File: src/hsl2rgb_pkg.sv
// Shared widths and defaults for the HSL to RGB converter.
`default_nettype none
package hsl2rgb_pkg;
	localparam int FRAC_BITS_DEF = 16;
	localparam int IN_FRAC       = 16;
	localparam int HUE_W         = 16;
	localparam int SL_W          = 17;
	localparam int RGB_W         = 8;
	localparam logic [SL_W-1:0] SL_ONE = SL_W'(1) << IN_FRAC;
endpackage
`default_nettype wire

File: src/hsl2rgb_front.sv
// Input rescaling, hue offsets and the q / p computation (stages 1 to 3).
`default_nettype none
module hsl2rgb_front #(
	parameter int FRAC_BITS = hsl2rgb_pkg::FRAC_BITS_DEF
) (
	input  wire logic                          clk,
	input  wire logic                          en,
	input  wire logic [hsl2rgb_pkg::HUE_W-1:0] hue,
	input  wire logic [hsl2rgb_pkg::SL_W-1:0]  saturation,
	input  wire logic [hsl2rgb_pkg::SL_W-1:0]  lightness,
	output logic      [FRAC_BITS-1:0]          tr_s2,
	output logic      [FRAC_BITS-1:0]          tg_s2,
	output logic      [FRAC_BITS-1:0]          tb_s2,
	output logic      [FRAC_BITS:0]            p_s3,
	output logic      [FRAC_BITS:0]            q_s3,
	output logic      [FRAC_BITS:0]            span_s3
);
	localparam int F   = FRAC_BITS;
	localparam int SLX = hsl2rgb_pkg::SL_W + F;
	localparam int HX  = hsl2rgb_pkg::HUE_W + F;
	localparam logic [F-1:0] THIRD     = F'((1 << F) / 3);
	localparam logic [F-1:0] TWO_THIRD = F'((1 << F) - (1 << F) / 3);
	localparam logic [F+1:0] ONE_2     = (F+2)'(1) << F;
	localparam logic [F+2:0] ONE_3     = (F+3)'(1) << F;

	logic [hsl2rgb_pkg::SL_W-1:0] s_c, l_c;
	logic [SLX-1:0] s_x, l_x;
	logic [HX-1:0]  h_x;
	logic [F-1:0]   h_i;

	logic [F-1:0] tr_s1, tg_s1, tb_s1;
	logic [F:0]   s_s1, l_s1;

	logic [F+1:0]    m;
	logic            low_s2;
	logic [F:0]      l_s2, s_s2;
	logic [2*F+2:0]  prod_s2;

	logic [F+2:0] sh, q_raw, l2, pd;
	logic [F:0]   q_c, p_c;

	always_comb begin
		s_c = (saturation > hsl2rgb_pkg::SL_ONE) ? hsl2rgb_pkg::SL_ONE : saturation;
		l_c = (lightness > hsl2rgb_pkg::SL_ONE) ? hsl2rgb_pkg::SL_ONE : lightness;
		s_x = (SLX'(s_c) << F) >> hsl2rgb_pkg::IN_FRAC;
		l_x = (SLX'(l_c) << F) >> hsl2rgb_pkg::IN_FRAC;
		h_x = (HX'(hue) << F) >> hsl2rgb_pkg::IN_FRAC;
		h_i = h_x[F-1:0];
	end

	always_ff @(posedge clk) begin
		if (en) begin
			tg_s1 <= h_i;
			tr_s1 <= h_i + THIRD;
			tb_s1 <= h_i + TWO_THIRD;
			s_s1  <= s_x[F:0];
			l_s1  <= l_x[F:0];
		end
	end

	always_comb begin
		m = (l_s1[F:F-1] == 2'b00) ? (ONE_2 + (F+2)'(s_s1)) : (F+2)'(s_s1);
	end

	always_ff @(posedge clk) begin
		if (en) begin
			tr_s2   <= tr_s1;
			tg_s2   <= tg_s1;
			tb_s2   <= tb_s1;
			low_s2  <= (l_s1[F:F-1] == 2'b00);
			l_s2    <= l_s1;
			s_s2    <= s_s1;
			prod_s2 <= (2*F+3)'(l_s1) * (2*F+3)'(m);
		end
	end

	always_comb begin
		sh    = prod_s2[2*F+2:F];
		q_raw = low_s2 ? sh : ((F+3)'(l_s2) + (F+3)'(s_s2) - sh);
		q_c   = (q_raw > ONE_3) ? ONE_3[F:0] : q_raw[F:0];
		l2    = (F+3)'(l_s2) << 1;
		pd    = l2 - (F+3)'(q_c);
		if (l2 < (F+3)'(q_c)) begin
			p_c = '0;
		end else if (pd > (F+3)'(q_c)) begin
			p_c = q_c;
		end else begin
			p_c = pd[F:0];
		end
	end

	always_ff @(posedge clk) begin
		if (en) begin
			q_s3    <= q_c;
			p_s3    <= p_c;
			span_s3 <= q_c - p_c;
		end
	end
endmodule
`default_nettype wire

File: src/hsl2rgb_chan.sv
// One colour channel: hue segment, piecewise-linear value and byte scaling (stages 3 to 5).
`default_nettype none
module hsl2rgb_chan #(
	parameter int FRAC_BITS = hsl2rgb_pkg::FRAC_BITS_DEF
) (
	input  wire logic                          clk,
	input  wire logic                          en,
	input  wire logic [FRAC_BITS-1:0]          t_s2,
	input  wire logic [FRAC_BITS:0]            p_s3,
	input  wire logic [FRAC_BITS:0]            q_s3,
	input  wire logic [FRAC_BITS:0]            span_s3,
	output logic      [hsl2rgb_pkg::RGB_W-1:0] chan_s5
);
	localparam int F = FRAC_BITS;
	localparam logic [F+2:0] ONE_3  = (F+3)'(1) << F;
	localparam logic [F+2:0] FOUR_3 = (F+3)'(4) << F;
	localparam logic [F+1:0] TWO_2  = (F+2)'(2) << F;

	typedef enum logic [1:0] {SEG_RISE, SEG_HOLD, SEG_FALL, SEG_BASE} seg_t;

	logic [F+2:0] t6;
	logic [F+1:0] t3;
	seg_t         seg_c, seg_s3;
	logic [F:0]   op_c, op_s3;

	logic [2*F+1:0] prod;
	logic [F+1:0]   sh;
	logic [F:0]     v_c, v_s4;

	logic [F+8:0] v255;
	logic [8:0]   b9;

	always_comb begin
		t6 = ((F+3)'(t_s2) << 2) + ((F+3)'(t_s2) << 1);
		t3 = ((F+2)'(t_s2) << 1) + (F+2)'(t_s2);
		if (t6 < ONE_3) begin
			seg_c = SEG_RISE;
			op_c  = t6[F:0];
		end else if (!t_s2[F-1]) begin
			seg_c = SEG_HOLD;
			op_c  = '0;
		end else if (t3 < TWO_2) begin
			seg_c = SEG_FALL;
			op_c  = (F+1)'(FOUR_3 - t6);
		end else begin
			seg_c = SEG_BASE;
			op_c  = '0;
		end
	end

	always_ff @(posedge clk) begin
		if (en) begin
			seg_s3 <= seg_c;
			op_s3  <= op_c;
		end
	end

	always_comb begin
		prod = (2*F+2)'(span_s3) * (2*F+2)'(op_s3);
		sh   = prod[2*F+1:F];
		case (seg_s3)
			SEG_RISE, SEG_FALL: v_c = (F+1)'((F+2)'(p_s3) + sh);
			SEG_HOLD:           v_c = q_s3;
			SEG_BASE:           v_c = p_s3;
			default:            v_c = p_s3;
		endcase
	end

	always_ff @(posedge clk) begin
		if (en) begin
			v_s4 <= v_c;
		end
	end

	always_comb begin
		v255 = ((F+9)'(v_s4) << 8) - (F+9)'(v_s4);
		b9   = v255[F+8:F];
	end

	always_ff @(posedge clk) begin
		if (en) begin
			chan_s5 <= b9[8] ? '1 : b9[7:0];
		end
	end
endmodule
`default_nettype wire

File: src/hsl_to_rgb_converter.sv
// Top level of the HSL to RGB converter: pipeline control and the three channels.
//
// Input channel: hue (Q0.16 turn), saturation and lightness (Q1.16, values above
// 1.0 clamp to 1.0) with in_valid / in_ready. Output channel: red, green, blue
// bytes with out_valid / out_ready, one result per item, in order.
// The pipeline has five register stages: rescale and hue offsets, the q
// multiply, q / p and hue segment, the three channel multiplies, byte scaling.
// Throughput is one item per cycle while out_ready does not hold the pipeline;
// each stage multiplier is combinational between its stage registers.
// The last stage is the output register. When out_ready is low with a result
// waiting, the whole pipeline holds and in_ready drops; no item is lost or
// repeated, and empty stage slots are held in place until the stall clears.
// Reset (arst_n low) clears all valid bits at once; the data path needs none.
`default_nettype none
module hsl_to_rgb_converter #(
	parameter int FRAC_BITS = hsl2rgb_pkg::FRAC_BITS_DEF
) (
	input  wire logic                          clk,
	input  wire logic                          arst_n,
	input  wire logic                          in_valid,
	output logic                               in_ready,
	input  wire logic [hsl2rgb_pkg::HUE_W-1:0] hue,
	input  wire logic [hsl2rgb_pkg::SL_W-1:0]  saturation,
	input  wire logic [hsl2rgb_pkg::SL_W-1:0]  lightness,
	output logic                               out_valid,
	input  wire logic                          out_ready,
	output logic      [hsl2rgb_pkg::RGB_W-1:0] red,
	output logic      [hsl2rgb_pkg::RGB_W-1:0] green,
	output logic      [hsl2rgb_pkg::RGB_W-1:0] blue
);
	logic en;
	logic v_s1, v_s2, v_s3, v_s4, v_s5;
	logic [FRAC_BITS-1:0] tr_s2, tg_s2, tb_s2;
	logic [FRAC_BITS:0]   p_s3, q_s3, span_s3;

	assign en        = !v_s5 || out_ready;
	assign in_ready  = en;
	assign out_valid = v_s5;

	always_ff @(posedge clk or negedge arst_n) begin
		if (!arst_n) begin
			v_s1 <= 1'b0;
			v_s2 <= 1'b0;
			v_s3 <= 1'b0;
			v_s4 <= 1'b0;
			v_s5 <= 1'b0;
		end else if (en) begin
			v_s1 <= in_valid;
			v_s2 <= v_s1;
			v_s3 <= v_s2;
			v_s4 <= v_s3;
			v_s5 <= v_s4;
		end
	end

	hsl2rgb_front #(.FRAC_BITS(FRAC_BITS)) u_front (
		.clk        (clk),
		.en         (en),
		.hue        (hue),
		.saturation (saturation),
		.lightness  (lightness),
		.tr_s2      (tr_s2),
		.tg_s2      (tg_s2),
		.tb_s2      (tb_s2),
		.p_s3       (p_s3),
		.q_s3       (q_s3),
		.span_s3    (span_s3)
	);

	hsl2rgb_chan #(.FRAC_BITS(FRAC_BITS)) u_red (
		.clk     (clk),
		.en      (en),
		.t_s2    (tr_s2),
		.p_s3    (p_s3),
		.q_s3    (q_s3),
		.span_s3 (span_s3),
		.chan_s5 (red)
	);

	hsl2rgb_chan #(.FRAC_BITS(FRAC_BITS)) u_green (
		.clk     (clk),
		.en      (en),
		.t_s2    (tg_s2),
		.p_s3    (p_s3),
		.q_s3    (q_s3),
		.span_s3 (span_s3),
		.chan_s5 (green)
	);

	hsl2rgb_chan #(.FRAC_BITS(FRAC_BITS)) u_blue (
		.clk     (clk),
		.en      (en),
		.t_s2    (tb_s2),
		.p_s3    (p_s3),
		.q_s3    (q_s3),
		.span_s3 (span_s3),
		.chan_s5 (blue)
	);

`ifndef SYNTHESIS
	a_stall_only_when_blocked: assert property (@(posedge clk) disable iff (!arst_n)
		!in_ready |-> (v_s5 && !out_ready))
		else $error("input stalled without a blocked result");

	a_accept_enters: assert property (@(posedge clk) disable iff (!arst_n)
		(in_valid && in_ready) |=> v_s1)
		else $error("accepted item did not enter stage 1");

	a_freeze: assert property (@(posedge clk) disable iff (!arst_n)
		!en |=> ($stable(v_s1) && $stable(v_s2) && $stable(v_s3) && $stable(v_s4)))
		else $error("pipeline moved during a stall");

	a_result_origin: assert property (@(posedge clk) disable iff (!arst_n)
		$rose(v_s5) |-> $past(v_s4))
		else $error("result appeared without an item in stage 4");
`endif
endmodule
`default_nettype wire
File: config.mk
export PLATFORM = sky130hd
export DESIGN_NAME = hsl_to_rgb_converter
export DESIGN_NICKNAME = d
export VERILOG_FILES = /design/src/hsl2rgb_pkg.sv /design/src/hsl2rgb_front.sv /design/src/hsl2rgb_chan.sv /design/src/hsl_to_rgb_converter.sv
export SDC_FILE = /design/constraint.sdc
export NUM_CORES = 2
export LEC_CHECK = 0
export ABC_AREA = 1
export ABC_CLOCK_PERIOD_IN_PS = 9600
export BUFFER_PORTS_ARGS = -buffer_cell sky130_fd_sc_hd__buf_2
export CORE_MARGIN = 2
export CORE_UTILIZATION = 60
export DETAILED_ROUTE_END_ITERATION = 6
export PLACE_DENSITY = 0.77
export SYNTH_ARGS = -nofsm -noshare
export SYNTH_HDL_FRONTEND = slang
export SYNTH_HIERARCHICAL = 1
export SYNTH_SLANG_ARGS = --single-unit
File: constraint.sdc
create_clock -name clk -period 9.6 [get_ports clk]
set_input_delay 0.48 -clock clk [delete_from_list [all_inputs] [get_ports clk]]
set_output_delay 0.48 -clock clk [all_outputs]
set_load 0.01 [all_outputs]
Word level (Yosys, flattened, before mapping)
Index checks and enable logic that the tools add are counted.
{ "classes": {"n_reduce_logical": 12, "add_sub_neg": 22, "bitwise": 3, "n_eq_ne": 9, "n_mux": 23, "n_mul": 4, "shifts": 0, "div_mod_pow": 0, "order_cmp": 11} }
{ "op_table": {"columns": ["operator", "n"], "rows": [
  ["two-way mux 17 bit", 12],
  ["one-hot mux 17 bit (3 select lines)", 3],
  ["multiplier 17 x 17 -> 33 bit", 3],
  ["subtractor 25 x 17 -> 25 bit", 3],
  ["adder 18 x 17 -> 19 bit", 3],
  ["less-than comparator 19 x 17 -> 1 bit (second input constant)", 3],
  ["adder 17 x 16 -> 18 bit", 3],
  ["less-than comparator 18 bit (second input constant)", 3],
  ["adder 17 bit", 3],
  ["subtractor 1 x 17 -> 17 bit (first input constant)", 3],
  ["multiplier 17 x 18 -> 35 bit", 1],
  ["> comparator 17 bit (second input constant)", 2],
  ["> comparator 19 x 17 -> 1 bit", 1],
  ["> comparator 19 x 17 -> 1 bit (second input constant)", 1],
  ["two-way mux 19 bit", 1],
  ["subtractor 18 x 17 -> 19 bit", 1],
  ["subtractor 19 bit", 1],
  ["adder 17 x 17 -> 18 bit", 1],
  ["adder 17 x 17 -> 18 bit (first input constant)", 1],
  ["less-than comparator 18 x 17 -> 1 bit", 1],
  ["two-way mux 18 bit", 1],
  ["subtractor 17 bit", 1],
  ["adder 16 x 15 -> 16 bit (second input constant)", 1],
  ["adder 16 bit (second input constant)", 1],
  ["other kinds (8)", 30]
]} }
{ "totals": {"latchBits": 0, "input_bits": 54, "memories": 0, "register_bits": 388, "ramBits": 0, "rom_bits": 0} }

Longest topological paths before layout
{ "depth": {"depth_word": 10, "mapped_depth": 63, "depth_no_buf": 61} }

Cells and area by module
The synthesis kept the hierarchy.
{ "by_module_without_submodules": {"columns": ["mod", "n_inst", "area_per_inst_um2", "seq_area_each_um2", "cells_each"], "rows": [
  ["hsl2rgb_front", 1, 22009.9, 6996.7, 2434],
  ["hsl2rgb_chan (u_blue)", 1, 13847.0, 1291.2, 1869],
  ["hsl2rgb_chan (u_green)", 1, 13842.0, 1291.2, 1910],
  ["hsl2rgb_chan (u_red)", 1, 13818.3, 1291.2, 1895],
  ["hsl_to_rgb_converter", 1, 192.7, 125.1, 21]
]} }

Worst setup path after synthesis
OpenSTA, ideal clock, no wires.
{ "synth_path": {"kind": "reg-to-reg", "from": "reg u_front.l_s2[2]", "to": "reg u_front.span_s3[14] (data pin)", "setup_slack_ns": 1.579, "required_ns": 9.340, "setup_ns": 0.260, "arrival_ns": 7.761, "stages_incl_launch_ff": 54, "path_cell_list": "edfxtp_1 inv_1 fa_1 inv_1 ha_1 or2_4 nand3_2 nand2_1 nand3_1 nand2_1 nand2_1 nand3b_1 nor2_1 nor2_1 nor2_2 nand2_1 buf_2 nor2_1 [18 not listed] nor2_1 nor2_1 inv_1 fa_1 nand3_1 nand2_1 a21oi_1 o21bai_1 a21oi_1 o21bai_1 nand2_1 nand2_1 a21oi_1 o21ai_0 a21oi_1 nor2_1 nor2_1 xor2_1"} }
{ "synth_between": {"elab_chain_cells": 10, "elab_cells_between_ends": 11, "cone_classes": "add/sub: 4; order compare: 3; mux: 4"} }
{ "synth_rtl": {"columns": ["element", "line", "rtl"], "rows": [
  ["start, declared", "hsl2rgb_front.sv:36", "logic [F:0] l_s2, s_s2;"],
  ["start signal, assigned", "hsl2rgb_front.sv:71", "l_s2 <= l_s1;"],
  ["adder 17 x 17 -> 18 bit (*)", "hsl2rgb_front.sv:79", "q_raw = low_s2 ? sh : ((F+3)'(l_s2) + (F+3)'(s_s2) - sh);"],
  ["subtractor 19 bit (*)", "hsl2rgb_front.sv:79", null],
  ["two-way mux 19 bit (*)", "hsl2rgb_front.sv:79", null],
  ["> comparator 19 x 17 -> 1 bit", "hsl2rgb_front.sv:80", "q_c = (q_raw > ONE_3) ? ONE_3[F:0] : q_raw[F:0];"],
  ["two-way mux 17 bit (*)", "hsl2rgb_front.sv:80", null],
  ["net u_front.q_c[3]", "hsl2rgb_front.sv:40", "logic [F:0] q_c, p_c;"],
  ["subtractor 18 x 17 -> 19 bit", "hsl2rgb_front.sv:82", "pd = l2 - (F+3)'(q_c);"],
  ["> comparator 19 x 17 -> 1 bit", "hsl2rgb_front.sv:85", "end else if (pd > (F+3)'(q_c)) begin"],
  ["two-way mux 17 bit", "hsl2rgb_front.sv:85", null],
  ["two-way mux 17 bit (*)", "hsl2rgb_front.sv:83", "if (l2 < (F+3)'(q_c)) begin"],
  ["net u_front.p_c[1]", "hsl2rgb_front.sv:40", null],
  ["subtractor 17 bit (*)", "hsl2rgb_front.sv:96", "span_s3 <= q_c - p_c;"],
  ["end signal, assigned", "hsl2rgb_front.sv:96", null],
  ["end, declared", "hsl2rgb_front.sv:16", "output logic [FRAC_BITS:0] span_s3"]
]} }
Mark *: on every way through the listed nets, which the timed path passes. The rest lies on a longest branch.
A chain may end at the register's enable or synchronous reset.

Worst setup path after layout
{ "layout_path": {"from": "reg u_front.span_s3[8]", "to": "reg u_red.v_s4[15] (data pin)"} }
{ "layout_between": {"elab_chain_cells": 3} }
{ "layout_rtl": {"columns": ["element", "line", "rtl"], "rows": [
  ["multiplier 17 x 17 -> 33 bit", "hsl2rgb_chan.sv:59", "prod = (2*F+2)'(span_s3) * (2*F+2)'(op_s3);"],
  ["adder 17 bit", "hsl2rgb_chan.sv:62", "SEG_RISE, SEG_FALL: v_c = (F+1)'((F+2)'(p_s3) + sh);"],
  ["one-hot mux 17 bit (3 select lines)", "hsl2rgb_chan.sv:61", "case (seg_s3)"],
  ["net u_red.v_c[15]", "hsl2rgb_chan.sv:28", "logic [F:0] v_c, v_s4;"],
  ["end signal, assigned", "hsl2rgb_chan.sv:71", "v_s4 <= v_c;"],
  ["end, declared", "hsl2rgb_chan.sv:28", null]
]} }
The timed path passes the listed nets, and every way through them passes these cells.

==> flow_metrics.tcl <==
set metrics [dict create \
    hold_viol 0 \
    maxSlewHeadroom 0.0701 \
    yosysTopAreaCell "fa_1" \
    path_clk_slew_ps 60 \
    cp_slowest_cell "edfxtp_1" \
    max_stage_delay_ps 1280 \
    dp_hpwl_um 133000 \
    finClkSkew_ps 36.5 \
    syn_avg_cell_area_um2 7.84 \
    insertion_delay_ps 640 \
    start_util 0.605 \
    crit_type "reg2reg" \
    report.final.slew_viol_count 0 \
    cts_root_buf "clkbuf_16" \
    r2r_slack_ps 840 \
    synth-edff-count 362 \
    drt-pass1-iter-count 6 \
    first_iter_violations 4452 \
    post_cts_buffers 0 \
    synth-seq-cells 367 \
    tns_ps 0 \
    die_area_um2 109000 \
    grt_pass1_wl_um 273000 \
    rsz0062_at_grt "no" \
    final_nets 9603 \
    clk_path_buf_depth 3 \
    grt_pass1_vias 52754 \
    cp.buffers_inverters 7 \
    vias 51766 \
    cp.arrival_ps 9090 \
    worst_slew_pin_slew_ps 1390 \
    syn-num-nets 9712 \
    cts_buffers 45 \
    synth_area_um2 63700 \
    status "complete, no violations" \
    wl_per_cell_um 17.9 \
    core_um2 105000 \
    fmax_ghz 0.114 \
    worst_setup_path_start_kind "flop" \
    die_width_um 330 \
    drc 0 \
    yosysUniqueCellTypes 67 \
    area_growth_syn_to_layout_pct 4.76 \
    grt_overflow 0 \
    htree_levels 2 \
    ys.flop_type "edfxtp_1" \
    clock-sinks 367 \
    final_layout_size_suffix_gt1_frac 0.0495 \
    cap_violations 0 \
    async_flop_share 0.0136 \
    grt.total_usage 0.320 \
    required_ps 9920 \
    r2r_cells 29 \
    critPathMaxFanout 20 \
    synth_cells 8129 \
    fin_crit_ps 8760 \
    port_buffers 79 \
    min_path_cells 1 \
    hold_class "in2reg" \
    antenna_found_initial 10 \
    synth_top_area_frac 0.277 \
    final_antenna_net_count 0 \
    setup_viol 0 \
    via_per_inst 5.48 \
    ioPinCount 80 \
    routabilityCongestion 0.981 \
    drt-total-wl_um 170000 \
    cts_tree "built" \
    yosysWarnings 6 \
    ys_top_cells_by_area "fa_1 (28%), edfxtp_1 (17%), ha_1 (13%)" \
    nFillCells 8988 \
    die_height_um 330 \
    min_period_over_period 0.913 \
    grt_max_degree 86 \
    yosysSeqAreaShare 0.173 \
    num_rows 119 \
    crit_cells 29 \
    cp-end-kind "flop" \
    crit_family "adder cells" \
]
-- synth_stat cells, drive strengths merged, types with 2 or more instances --
cell type and n:
nor3 54, a31oi 19, o221ai 4, xnor2 49, nand2 2051, a21boi 12
a211oi 4, or2 13, a221oi 6, nand3b 23, o22ai 3, o2111ai 3
nand4 67, o31ai 6, xor2 114, nor4 19, and2 4, fa 880
o21a 19, dfrtp 5, inv 2137, a21oi 339, nor2 384, buf 23
clkinv 2, o311ai 2, nand3 339, clkbuf 282, a21o 24, ha 649
o21ai 178, edfxtp 362, o21bai 24, o211ai 20, and3 4
-- cell families (layout without fill, tap and decap cells) --
kind of cell | count (synthesis) | count (layout) | share of synthesized area
flip-flops | 367 | 367 | 0.173
buffers and inverters | 2444 | 2369 | 0.146
AND/OR/NAND/NOR | 2959 | 2959 | 0.194
other | 1 | 2 | 0.0000589
XOR/XNOR | 163 | 163 | 0.0225
adder cells (fa/ha/maj) | 1529 | 1529 | 0.404
AO/OA/AOI/OAI | 666 | 666 | 0.0603
-- final timing paths --
check                              startpoint          endpoint
setup / recovery           u_front/span_s3[8]    u_red/v_s4[15]
hold / removal                  lightness[16]  u_front/l_s1[16]
hold reg to reg              u_front/tr_s1[0]  u_front/tr_s2[0]
max in group asynchronous              arst_n         out_valid
setup reg to reg           u_front/span_s3[8]    u_red/v_s4[15]
min in group asynchronous              arst_n              v_s3
-- area by class of cell --
class                           instances  area (um^2)  share of cell area
Timing Repair Buffer                  149         1060              0.0159
Multi-Input combinational cell       5318        43500               0.651
Sequential cell                       367        11000               0.165
Inverter                             2139         8040               0.120
Antenna cell                            1         2.50           0.0000375
Clock buffer                           52         1150              0.0173
Clock inverter                         29          300             0.00450
Tap cell                             1391         1740              0.0261
-- placed cells by master (no fill, tap or decap), types with 8 or more instances in the layout --
master     synthesis  routed
a21o_1            24      24
a21oi_1          319     318
a21oi_2           16      17
a31oi_1           19      19
buf_12             1      11
buf_2              4      79
buf_4              5      58
clkbuf_16          0      45
clkinv_1           1       8
edfxtp_1         362     362
fa_1             880     880
ha_1             649     649
inv_1           2116    2116
inv_2             20      20
nand2_1         2001    2000
nand2_2           46      45
nand3_1          316     316
nand3_2           20      20
nand3b_1          23      23
nand4_1           67      67
nor2_1           343     339
nor2_2            37      40
nor3_1            52      52
nor4_1            19      19
o211ai_1          19      19
o21a_1            19      19
o21ai_0          166     163
o21ai_1           10      12
o21bai_1          23      23
or2_2             12      12
xnor2_1           49      49
xor2_1           113     113
-- per-layer routing --
layer  share of wire  track usage  vias up  wire, um
met5        0.000077            0        -        13
met3            0.11       0.0800      371     19000
met2            0.44        0.502     2313     75200
li1                -            -    24223         -
met4           0.034        0.108        2      5790
met1            0.41        0.434    24857     69500
-- timing repair --
action / 4_1_cts / 5_1_grt
resized for setup: 0 / 12
endpoints found under the setup margin: 0 / 5
hold buffers: 1 / 0
endpoints found under the hold margin: 5 / 0
-- state kept, by name, indices dropped and copies added, names as in the netlist, 16 cells and up --
signal / count
u_red/op_s3: 16
u_front/l_s2: 17
u_front/s_s1: 17
u_front/s_s2: 17
u_front/p_s3: 17
u_front/q_s3: 17
u_front/tg_s1: 16
u_blue/op_s3: 16
u_red/v_s4: 17
u_green/op_s3: 16
u_front/tr_s1: 16
u_front/tg_s2: 16
u_green/v_s4: 17
u_front/span_s3: 17
u_blue/v_s4: 17
u_front/l_s1: 17
u_front/prod_s2: 19
u_front/tr_s2: 16
-- metrics by stage --
step	hold slack [ps]	worst slack, ps	utilization	instance area (um^2)	std cells
after floorplan	184	1580	-	63700	8129
after global placement	295	439	0.620	65200	9363
after detailed placement	299	256	0.620	65200	9363
after CTS	26.9	229	0.634	66700	9445
after global routing	57.0	59.7	0.634	66700	9445
final	56.7	837	0.634	66700	9446
Power is not shown: default switching activity piles up to over one toggle a cycle in this logic, so the estimate is an artifact.
